$ cat src/rtl/bgtr_pkg.sv
package bgtr_pkg;

   localparam int CMD_W     = 2;
   localparam int VADDR_W   = 16;
   localparam int VDATA_W   = 16;
   localparam int PIDX_W    = 8;
   localparam int RGB_W     = 15;
   localparam int MPOS_W    = 6;
   localparam int QUAD_W    = 2;
   localparam int ENTRY_W   = 16;
   localparam int OFFSET_W  = 20;
   localparam int ARGB_W    = 32;
   localparam int CSR_IDX_W = 1;
   localparam int CSR_DAT_W = 16;
   localparam int PITCH_W   = 11;
   localparam int COORD_W   = 10;
   localparam int POS_W     = 6;
   localparam int PIXELS    = 64;

   localparam logic [CMD_W-1:0] CMD_VRAM_WRITE = 2'd0;
   localparam logic [CMD_W-1:0] CMD_PAL_WRITE  = 2'd1;
   localparam logic [CMD_W-1:0] CMD_DRAW       = 2'd2;
   localparam logic [CMD_W-1:0] CMD_UNUSED     = 2'd3;

   localparam logic [CSR_IDX_W-1:0] CSR_BG_CONTROL = 1'b0;
   localparam logic [CSR_IDX_W-1:0] CSR_ROW_PITCH  = 1'b1;

   localparam logic [PITCH_W-1:0]   PITCH_RESET = 11'd1024;
   localparam logic [POS_W-1:0]     LAST_POS    = POS_W'(PIXELS - 1);
   localparam logic [7:0]           ALPHA_OPAQUE = 8'hFF;

   typedef struct packed {
      logic             vram_we;
      logic             pal_we;
      logic             start;
      logic             issue;
      logic [POS_W-1:0] pos;
      logic             flush;
   } ctrl_cmd_type;

   typedef struct packed {
      logic draw_ok;
      logic out_free;
      logic pipe_busy;
      logic pend_valid;
   } dp_status_type;

   function automatic logic [ARGB_W-1:0] to_argb(input logic [RGB_W-1:0] c);
      to_argb = {ALPHA_OPAQUE, c[4:0], 3'b000, c[9:5], 3'b000, c[14:10], 3'b000};
   endfunction

endpackage

$ cat src/rtl/bgtr_ctrl.sv
module bgtr_ctrl import bgtr_pkg::*; (
   input  logic             clock,
   input  logic             reset,
   input  logic             req_valid,
   input  logic [CMD_W-1:0] req_command,
   output logic             req_ready,
   input  dp_status_type    status,
   output ctrl_cmd_type     cmd
);

   typedef enum logic [1:0] {S_IDLE, S_DRAW, S_FLUSH} state_type;

   state_type        state_ff, state_in;
   logic [POS_W-1:0] pos_ff, pos_in;

   always_comb begin
      state_in    = state_ff;
      pos_in      = pos_ff;
      cmd         = '0;
      cmd.pos     = pos_ff;
      req_ready   = 1'b0;
      case (state_ff)
         S_IDLE: begin
            req_ready = 1'b1;
            if (req_valid) begin
               case (req_command)
                  CMD_VRAM_WRITE: cmd.vram_we = 1'b1;
                  CMD_PAL_WRITE:  cmd.pal_we  = 1'b1;
                  CMD_DRAW: begin
                     if (status.draw_ok) begin
                        cmd.start = 1'b1;
                        pos_in    = '0;
                        state_in  = S_DRAW;
                     end
                  end
                  default: ;
               endcase
            end
         end
         S_DRAW: begin
            if (status.out_free) begin
               cmd.issue = 1'b1;
               pos_in    = pos_ff + POS_W'(1);
               if (pos_ff == LAST_POS)
                  state_in = S_FLUSH;
            end
         end
         S_FLUSH: begin
            if (!status.pipe_busy) begin
               if (!status.pend_valid) begin
                  state_in = S_IDLE;
               end else if (status.out_free) begin
                  cmd.flush = 1'b1;
                  state_in  = S_IDLE;
               end
            end
         end
         default: state_in = S_IDLE;
      endcase
   end

   always_ff @(posedge clock) begin
      if (reset) begin
         state_ff <= S_IDLE;
         pos_ff   <= '0;
      end else begin
         state_ff <= state_in;
         pos_ff   <= pos_in;
      end
   end

endmodule

$ cat config.mk
export PLATFORM = sky130hd
export DESIGN_NAME = bgtr_ctrl
export DESIGN_NICKNAME = d
export VERILOG_FILES = /design/src/rtl/bgtr_pkg.sv /design/src/rtl/bgtr_ctrl.sv
export SDC_FILE = /design/constraint.sdc
export NUM_CORES = 1
export LEC_CHECK = 0
export ABC_CLOCK_PERIOD_IN_PS = 3750
export BUFFER_PORTS_ARGS = -buffer_cell sky130_fd_sc_hd__buf_2
export CORE_AREA = 2 2 39 41
export CTS_BUF_LIST = sky130_fd_sc_hd__clkbuf_8 sky130_fd_sc_hd__clkbuf_16
export CTS_CLUSTER_DIAMETER = 200
export DETAILED_ROUTE_END_ITERATION = 8
export DIE_AREA = 0 0 41 43
export PLACE_DENSITY = 0.71
export RECOVER_POWER = 50
export SYNTH_ARGS = -nofsm -noshare
export SYNTH_HDL_FRONTEND = slang
export SYNTH_SLANG_ARGS = --single-unit
$ cat constraint.sdc
create_clock -name clock -period 3.75 [get_ports clock]
set_clock_uncertainty 0.05 [all_clocks]
set_input_delay 0.375 -clock clock [delete_from_list [all_inputs] [get_ports clock]]
set_output_delay 0.375 -clock clock [all_outputs]
set_load 0.03 [all_outputs]
==> metrics.yaml, run 1 <==
outcome:
  status: "finished clean"
critical_path:
  startpoint_type: "register"
  cp_max_fo: 7
  r2r_end: "pos_ff[2]"
  regToRegSetupSlack_ns: 2.33
  r2r_cells: 3
  max_stage_delay_ns: 0.46
  r2r-start: "state_ff[0]"
  cp_data_arrival_time_ns: 1.57
  crit_type: "reg2out"
  critical-path-slowest-cell: "or3b_1"
  cp.required_ns: 3.32
  cp-end-kind: "primary output"
  crit_chain: "or3b_1, or2_0, inv_1, buf_2"
routing:
  dr_total_vias: 462
  first_pass_iters: 4
  drtIter0Drc: 7
  totalWireLength_microns: 976
  drc: 0
  vias_per_cell: 5.133
  ant_nets: 0
  wire_per_inst_microns: 10.84
placement:
  dp_hpwl_microns: 766.6
  port_buffers: 20
  dp_cells: 87
  gp_congestion: 0.7118
sta:
  setup_viol_count_final: 0
  worst_pin_slew_ns: 0.3685
  slew_headroom: 0.7554
  final_hold_viol_count: 0
  fmax_ghz: 0.5009
  min_period_ns: 1.997
  finalMaxSlewViolations: 0
  tns_ns: 0
  finalCritPeriodShare: 0.5324
  rsz0062_at_grt: "no"
die:
  row_count: 14
  die_w_microns: 41
  top_level_ports: 21
  design.core.area_sq_mm: 0.001384
  start_util: 0.3219
  fp.dieH_microns: 43
  fp.dieArea_sq_mm: 0.001763
cts:
  clockBufferDepth: 2
  cts_sinks: 8
  insertion_delay_ns: 0.22
  cts_tree: "done"
  path_clk_slew_ns: 0.04
  cts_setup_buffers: 0
  htreeDepth: 1
  clockRootBuffer: "clkbuf_8"
  post_cts_resized: 0
  cts_inserted_buffers: 3
  holdBufCountCts: 0
global_routing:
  grt_pass1_wl_mm: 1.559
  grt_pass1_vias: 395
  grt_util_all_layers: 0.1284
  grt_max_degree: 8
  antenna_found_initial: 0
  overflow: 0
synthesis:
  synth_compound_area_frac: 0.2051
  synthMostInstantiatedCell: "dfxtp_1"
  synth_cell_type_count: 28
  synth_xor_area_frac: 0.01966
  ys_top_cells_by_count: "dfxtp_1 (8), a21oi_1 (6), nand2_1 (4)"
  syn_avg_cell_area_sq_um: 8.566
  netlist_instances: 52
  synth_seq_cells: 8
  yosys.area_share.simple: 0.3596
  syn-num-nets: 62
  synth_area_sq_um: 445.4
  yosysSeqAreaShare: 0.3596
  synthFlopType: "dfxtp_1"
  synthAdderAreaFrac: 0.02809
  async_flop_share: 0
  synth_warnings: 0
  synth_top_area_frac: 0.3596
  synth_area_leaders: "dfxtp_1 (36%), a21oi_1 (6.7%), o21ai_0 (3.4%)"
  synth_edf_count: 0
  synth_top_cell_by_area: "dfxtp_1"
  synth.mux.area_fraction: 0
  synth_top_family_by_area: "simple AND/OR/NAND/NOR gates"
job:
  maxCapViolCount: 0
finish:
  fin_cells: 90
  antenna_cells: 0
  synthToLayoutAreaGrowth_pct: 33.15
  layout.nets: 86
  drive_gt1_frac: 0.2703
power_and_ir_drop:
  finalPower_mw: 0.2061
  peakVddDrop_v: 0.0002662
  powerDensity_mw_per_mm2: 347.5
  cellLeakagePower_nw: 0.2484
hold_path:
  hold_class: "in2reg"
  min_to: "state_ff[0]"
  hp-start: "reset"
  hold_depth: 2
## layer usage
layer,GRT usage,routed length (microns)
met5,0,0
met4,0.02000,0
met3,0.07853,73
met2,0.1906,476
met1,0.1571,426
## critical path: cells and delay by family (launching register included)
kind          cells  cell delay [ns]
simple gates      2             0.75
buf+inv           2             0.24
flops             1             0.35
## worst max path at each step
| stage | start | endpoint | slack [ns] | cells past startpoint |
|---|---|---|---|---|
| detailed placement | req_valid | cmd[8] | 1.92 | 5 |
| floorplan | req_valid | cmd[9] | 1.75 | 3 |
| global route | state_ff[0] | cmd[8] | 1.66 | 4 |
| CTS | state_ff[0] | cmd[8] | 1.75 | 4 |
| finish | state_ff[0] | cmd[8] | 1.75 | 4 |
| global placement | req_valid | cmd[8] | 1.94 | 5 |
## power by group
group | total [mW] | internal, mW | leakage, nW | switching (mW)
logic | 0.0194 | 0.00732 | 0.162 | 0.0121
registers | 0.0871 | 0.0862 | 0.0645 | 0.000956
clock network | 0.0996 | 0.0692 | 0.0216 | 0.0304
## per-stage QoR
stage	util	hold WS (ns)	setup slack, ns	cell area [sq um]
floorplan	-	0.3874	1.750	445.4
global placement	0.4051	0.4301	1.936	560.5
detailed placement	0.4051	0.4481	1.920	560.5
CTS	0.4349	0.3142	1.754	601.8
global route	0.4286	0.3201	1.656	593.1
finish	0.4286	0.3202	1.753	593.1
## final cells by class
class	count	area (sq um)
clock buffers	3	41.29
flip-flops and latches	8	160.2
fillers	147	790.8
repair buffers	20	91.34
inverters	2	7.507
well taps	16	20.02
multi-input cells	41	272.8
## registers in the layout, indices dropped and copies added (netlist names)
register and flops:
pos_ff 6, state_ff 2
## cell usage in the layout, fill, tap and decap left out
master	instances
o211ai_1	2
nor3b_1	1
a21oi_1	6
xor2_1	1
o31ai_1	1
or2_0	1
clkbuf_8	3
inv_1	2
or3b_1	1
ha_1	1
nor2b_1	1
nand2b_1	2
or3_2	1
buf_2	13
o21ai_0	3
or3_1	2
dfxtp_1	8
o21bai_1	2
or4_1	1
a21oi_2	1
nand4_1	1
nand3b_1	2
and2b_2	1
nor3_1	1
nor2_1	2
nand2_1	4
nand4b_1	1
clkbuf_1	7
and4b_1	1
nand4b_2	1
## cells by family (layout without fill, tap and decap cells)
family	Yosys count	in the layout
AND/OR/NAND/NOR	24	24
AO/OA/AOI/OAI	15	15
flip-flops	8	8
buffers and inverters	3	25
adder cells (fa/ha/maj)	1	1
XOR/XNOR	1	1
No activity file was read; power rests on OpenSTA's default activity.
==> run 2, diff against run 1 <==
- ABC_CLOCK_PERIOD_IN_PS: 3750 -> 1900
- clock period: 3.75 -> 1.9 ns (I/O delays scaled with it)
==> metrics.yaml, run 2 (synthesized netlist as in run 1, its figures left out) <==
outcome:
  status: "finished clean"  # unchanged
sta:
  final_hold_viol_count: 0  # unchanged
  setup_viol_count_final: 0  # unchanged
  slew_headroom: 0.7526  # was 0.7554
  fmax_ghz: 0.5560
  rsz0062_at_grt: "no"  # unchanged
  finalMaxSlewViolations: 0  # unchanged
  min_period_ns: 1.799
  layout_setup_ws_ns: 0.1015  # was 1.753 ns
  worst_pin_slew_ns: 0.3726  # was 0.3685 ns
  tns_ns: 0  # unchanged
  finalCritPeriodShare: 0.9466
routing:
  drtIter0Drc: 3  # was 7
  wl_met3_microns: 65  # was 73 microns
  dr_total_vias: 463  # was 462
  ant_nets: 0  # unchanged
  first_pass_iters: 4  # unchanged
  vias_per_cell: 5.144  # was 5.133
  route.met2.wl_microns: 458  # was 476 microns
  drc: 0  # unchanged
  wl_met1_microns: 425  # was 426 microns
  maxUsedRoutingLayer: "met4"  # was met3
  wire_per_inst_microns: 10.78  # was 10.84 microns
  totalWireLength_microns: 970  # was 976 microns
finish:
  antenna_cells: 0  # unchanged
  reg.largest.list: "pos_ff x6, state_ff x2"  # unchanged
  largest_reg_flops: 6  # unchanged
  drive_gt1_frac: 0.2703  # unchanged
  layout.nets: 86  # unchanged
  mostFrequentLayoutCells: "buf_2 (13), dfxtp_1 (8), clkbuf_1 (7), a21oi_1 (6), nand2_1 (4)"  # unchanged
  design_area_sq_um: 593.1  # unchanged
  mostFrequentLayoutCell: "buf_2"  # unchanged
  regMostFlops: "pos_ff"  # unchanged
  synthToLayoutAreaGrowth_pct: 33.15  # unchanged
critical_path:
  cp.required_ns: 1.66  # was 3.32 ns
  crit_chain: "or3b_1, or2_1, inv_1, buf_2"  # was or3b_1, or2_0, inv_1, buf_2
  critical-path-slowest-cell: "or3b_1"  # unchanged
  cp-end-kind: "primary output"  # unchanged
  crit_family: "simple AND/OR/NAND/NOR gates"  # unchanged
  crit_type: "reg2out"  # unchanged
  worstPathBufferInverterCount: 2  # unchanged
  startpoint_type: "register"  # unchanged
  cp_data_arrival_time_ns: 1.56  # was 1.57 ns
  max_stage_delay_ns: 0.45  # was 0.46 ns
  cp_max_fo: 7  # unchanged
global_routing:
  overflow: 0  # unchanged
  grt_max_degree: 8  # unchanged
  grt_util_all_layers: 0.1315  # was 0.1284
  antenna_found_initial: 0  # unchanged
  grt_pass1_wl_mm: 1.538  # was 1.559 mm
  grt_pass1_vias: 392  # was 395
cts:
  htreeDepth: 1  # unchanged
  holdBufCountCts: 0  # unchanged
  clockBufferDepth: 2  # unchanged
  cts_inserted_buffers: 3  # unchanged
  post_cts_resized: 0  # unchanged
  cts_setup_buffers: 0  # unchanged
  clockRootBuffer: "clkbuf_8"  # unchanged
  cts_tree: "done"  # unchanged
  cts_sinks: 8  # unchanged
  insertion_delay_ns: 0.23  # was 0.22 ns
  path_clk_slew_ns: 0.04  # about the same
die:
  die_w_microns: 41  # unchanged
  start_util: 0.3219  # unchanged
  fp.dieArea_sq_mm: 0.001763  # unchanged
  fp.dieH_microns: 43  # unchanged
  row_count: 14  # unchanged
  top_level_ports: 21  # unchanged
  design.core.area_sq_mm: 0.001384  # unchanged
power_and_ir_drop:
  clkPwrFrac: 0.490  # was 0.483
  net-switching-power_mw: 0.08986  # was 0.04339 mW
  switching_share: 0.2184  # was 0.2105
  powerDensity_mw_per_mm2: 693.6  # was 347.5 mW/mm^2
  cellLeakagePower_nw: 0.2485  # was 0.2484 nW
  combPwrFrac: 0.092  # was 0.094
  p_int_mw: 0.3215  # was 0.1627 mW
  peakVddDrop_v: 0.0002759  # was 0.0002662 V
  seqPwrFrac: 0.418  # was 0.423
placement:
  preCtsSetupSlack_ns: 0.3367  # was 1.920 ns
  port_buffers: 20  # unchanged
  gp_congestion: 0.7504  # was 0.7118
  dp_hpwl_microns: 801.6  # was 766.6 microns
  placed_cell_area_sq_um: 560.5  # unchanged
hold_path:
  hold_class: "in2reg"  # unchanged
job:
  maxCapViolCount: 0  # unchanged
## run 2: cell count changes in the layout (fill, tap and decap cells not counted)
cell	change
or2_1	+1
or2_0	-1
## run 2: power groups by stage
stage                     clock network (mW)  logic (mW)  registers (mW)
after floorplan                            0      0.0208           0.175
after global placement                     0      0.0379           0.175
after detailed placement                   0      0.0384           0.175
after CTS                              0.207      0.0385           0.172
after global routing                   0.215      0.0419           0.172
final                                  0.202      0.0377           0.172
## run 2: final timing paths
| check | depth (start not counted) | endpoint | from | slack (ns) |
|---|---|---|---|---|
| worst min register to register | 2 | pos_ff[5] | pos_ff[5] | 0.45 |
| worst max register to register | 3 | pos_ff[2] | state_ff[0] | 0.48 |
| worst max-delay path | 4 | cmd[8] | state_ff[0] | 0.10 |
| worst min-delay path | 2 | state_ff[0] | reset | 0.13 |
## run 2: final cells by class
class	count	area (sq um)
flip-flops and latches	8	160.2
clock buffers	3	41.29
fillers	145	790.8
multi-input cells	41	272.8
inverters	2	7.507
well taps	16	20.02
repair buffers	20	91.34
## run 2: metrics by stage
stage / power (mW) / util / hold slack, ns / std cells
floorplan: 0.1963 / - / 0.2024 / 52
global placement: 0.2125 / 0.4051 / 0.3611 / 87
detailed placement: 0.2131 / 0.4051 / 0.3660 / 87
CTS: 0.4178 / 0.4349 / 0.1273 / 90
global route: 0.4291 / 0.4286 / 0.1350 / 90
finish: 0.4114 / 0.4286 / 0.1279 / 90
## run 2: per-layer routing
| layer | track usage | up-vias |
|---|---|---|
| met5 | 0 | - |
| met4 | 0.08000 | 0 |
| met3 | 0.04712 | 4 |
| met2 | 0.2031 | 14 |
| met1 | 0.1447 | 204 |
| li1 | - | 241 |
==> run 3, diff against run 2 <==
- ABC_CLOCK_PERIOD_IN_PS: 1900 -> 1600
- PLACE_DENSITY: 0.71 -> 0.73
- clock period: 1.9 -> 1.6 ns (I/O delays scaled with it)
==> metrics.yaml, run 3 (synthesized netlist as in run 1, its figures left out) <==
finish:
  synthToLayoutAreaGrowth_pct: 46.35  # was 33.15%
  fin_cells: 94  # was 90
  mostFrequentLayoutCells: "buf_2 (10), clkbuf_1 (7), dfxtp_1 (7), a21oi_1 (6), buf_4 (5)"  # was buf_2 (13), dfxtp_1 (8), clkbuf_1 (7), a21oi_1 (6), nand2_1 (4)
  drive_gt1_frac: 0.3590  # was 0.2703
  final_core_util: 0.4711  # was 0.4286
  layout.nets: 90  # was 86
  reg.largest.list: "pos_ff x6, state_ff x2"  # unchanged
  regMostFlops: "pos_ff"  # unchanged
  largest_reg_flops: 6  # unchanged
  seq_area_sq_um: 161.4  # was 160.2 sq um
  multi_input_area_sq_um: 285.3  # was 272.8 sq um
  antenna_cells: 0  # unchanged
  mostFrequentLayoutCell: "buf_2"  # unchanged
  fillers: 142  # was 145
routing:
  drtIter0Drc: 1  # was 3
  drc: 0  # unchanged
  ant_nets: 0  # unchanged
  wire_per_inst_microns: 12.04  # was 10.78 microns
  first_pass_iters: 4  # unchanged
  vias_per_cell: 5.128  # was 5.144
  dr_total_vias: 482  # was 463
  totalWireLength_mm: 1.132  # was 970 microns
sta:
  finalCritPeriodShare: 0.9920
  holdWs_ns: 0.1025  # was 0.1279 ns
  fmax_ghz: 0.6301
  finalMaxSlewViolations: 0  # unchanged
  setup_viol_count_final: 0  # unchanged
  layout_setup_ws_ns: 0.01286  # was 0.1015 ns
  rsz0062_at_grt: "yes"  # was no
  slew_headroom: 0.7514  # was 0.7526
  final_hold_viol_count: 0  # unchanged
  min_period_ns: 1.587
  worst_pin_slew_ns: 0.3746  # was 0.3726 ns
hold_path:
  hold_depth: 2  # unchanged
  hp-start: "reset"  # unchanged
  min_to: "state_ff[0]"  # unchanged
  hold_class: "in2reg"  # unchanged
cts:
  htreeDepth: 1  # unchanged
  cts_tree: "done"  # unchanged
  cts_sinks: 8  # unchanged
  clockRootBuffer: "clkbuf_8"  # unchanged
  path_clk_slew_ns: 0.04  # about the same
  insertion_delay_ns: 0.23  # about the same
  holdBufCountCts: 0  # unchanged
  cts_inserted_buffers: 3  # unchanged
  clockBufferDepth: 2  # unchanged
die:
  start_util: 0.3219  # unchanged
  top_level_ports: 21  # unchanged
  fp.dieH_microns: 43  # unchanged
  design.core.area_sq_mm: 0.001384  # unchanged
  row_count: 14  # unchanged
  die_w_microns: 41  # unchanged
  fp.dieArea_sq_mm: 0.001763  # unchanged
global_routing:
  grt_util_all_layers: 0.1486  # was 0.1315
  antenna_found_initial: 0  # unchanged
  overflow: 0  # unchanged
  grt_pass1_vias: 432  # was 392
  grt_max_degree: 7  # was 8
  grt_pass1_wl_mm: 1.738  # was 1.538 mm
critical_path:
  r2r_end: "pos_ff[3]"  # was pos_ff[2]
  cp.required_ns: 1.39  # was 1.66 ns
  crit_type: "reg2out"  # unchanged
  startpoint_type: "register"  # unchanged
  cp_data_arrival_time_ns: 1.38  # was 1.56 ns
  r2r-start: "state_ff[1]"  # was state_ff[0]
  regToRegSetupSlack_ns: 0.07  # was 0.48 ns
  startpoint: "state_ff[1]"  # was state_ff[0]
  cp-end-kind: "primary output"  # unchanged
  r2r_cells: 5  # was 3
  cp_max_fo: 4  # was 7
placement:
  port_buffers: 20  # unchanged
  dp_hpwl_microns: 821.9  # was 801.6 microns
  preCtsSetupSlack_ns: 0.1265  # was 0.3367 ns
  dp_cells: 89  # was 87
  gp_congestion: 0.7670  # was 0.7504
outcome:
  status: "finished clean"  # unchanged
job:
  maxCapViolCount: 0  # unchanged
power_and_ir_drop:
  powerDensity_mw_per_mm2: 771.1  # was 693.6 mW/mm^2
  finalPower_mw: 0.5027  # was 0.4114 mW
  cellLeakagePower_nw: 0.2740  # was 0.2485 nW
  peakVddDrop_v: 0.0005025  # was 0.0002759 V
-- run 3: repair_timing --
item | 4_1_cts | 5_1_grt
endpoints found under the setup margin | 3 | 3
endpoints found under the hold margin | 0 | 0
buffers inserted | 1 | 1
gates resized for setup | 6 | 2
pin swaps | 1 | 0
-- run 3: how the worst max path moves through the flow --
stage	slack (ns)	cells after the start	to
6_report	0.01	4	cmd[9]
2_1_floorplan	0.11	4	cmd[8]
3_5_place_dp	0.13	4	pos_ff[3]
5_1_grt	-0.04	4	cmd[9]
3_3_place_gp	0.17	4	cmd[9]
4_1_cts	0.005	4	cmd[9]
-- run 3: report_power, final --
| group | switching [mW] | internal, mW |
|---|---|---|
| Sequential | 0.00129 | 0.202 |
| Clock | 0.0769 | 0.163 |
| Combinational | 0.0325 | 0.0274 |
-- run 3: critical path, cell delays in order (launching register included) --
cell and delay [ns]:
dfxtp_2 0.31, or3b_4 0.39, buf_6 0.13, nor3b_2 0.14
buf_4 0.17
-- run 3: layer usage --
metal,up-vias,routed length (microns),track usage
li1,242,-,-
met1,222,429,0.1479
met2,14,601,0.2438
met3,4,82,0.07853
met4,0,18,0.06000
met5,-,0,0
-- run 3: layout make-up --
type / instances / area share
Clock buffer: 3 / 0.06334
Multi-Input combinational cell: 41 / 0.4376
Tap cell: 16 / 0.03071
Inverter: 2 / 0.01152
Sequential cell: 8 / 0.2476
Timing Repair Buffer: 24 / 0.2092
-- run 3: stage by stage --
stage | TNS [ns] | cell area [sq um]
global placement | 0 | 585.6
floorplan | 0 | 455.4
detailed placement | 0 | 585.6
finish | 0 | 651.9
global route | -0.06930 | 651.9
CTS | 0 | 650.6
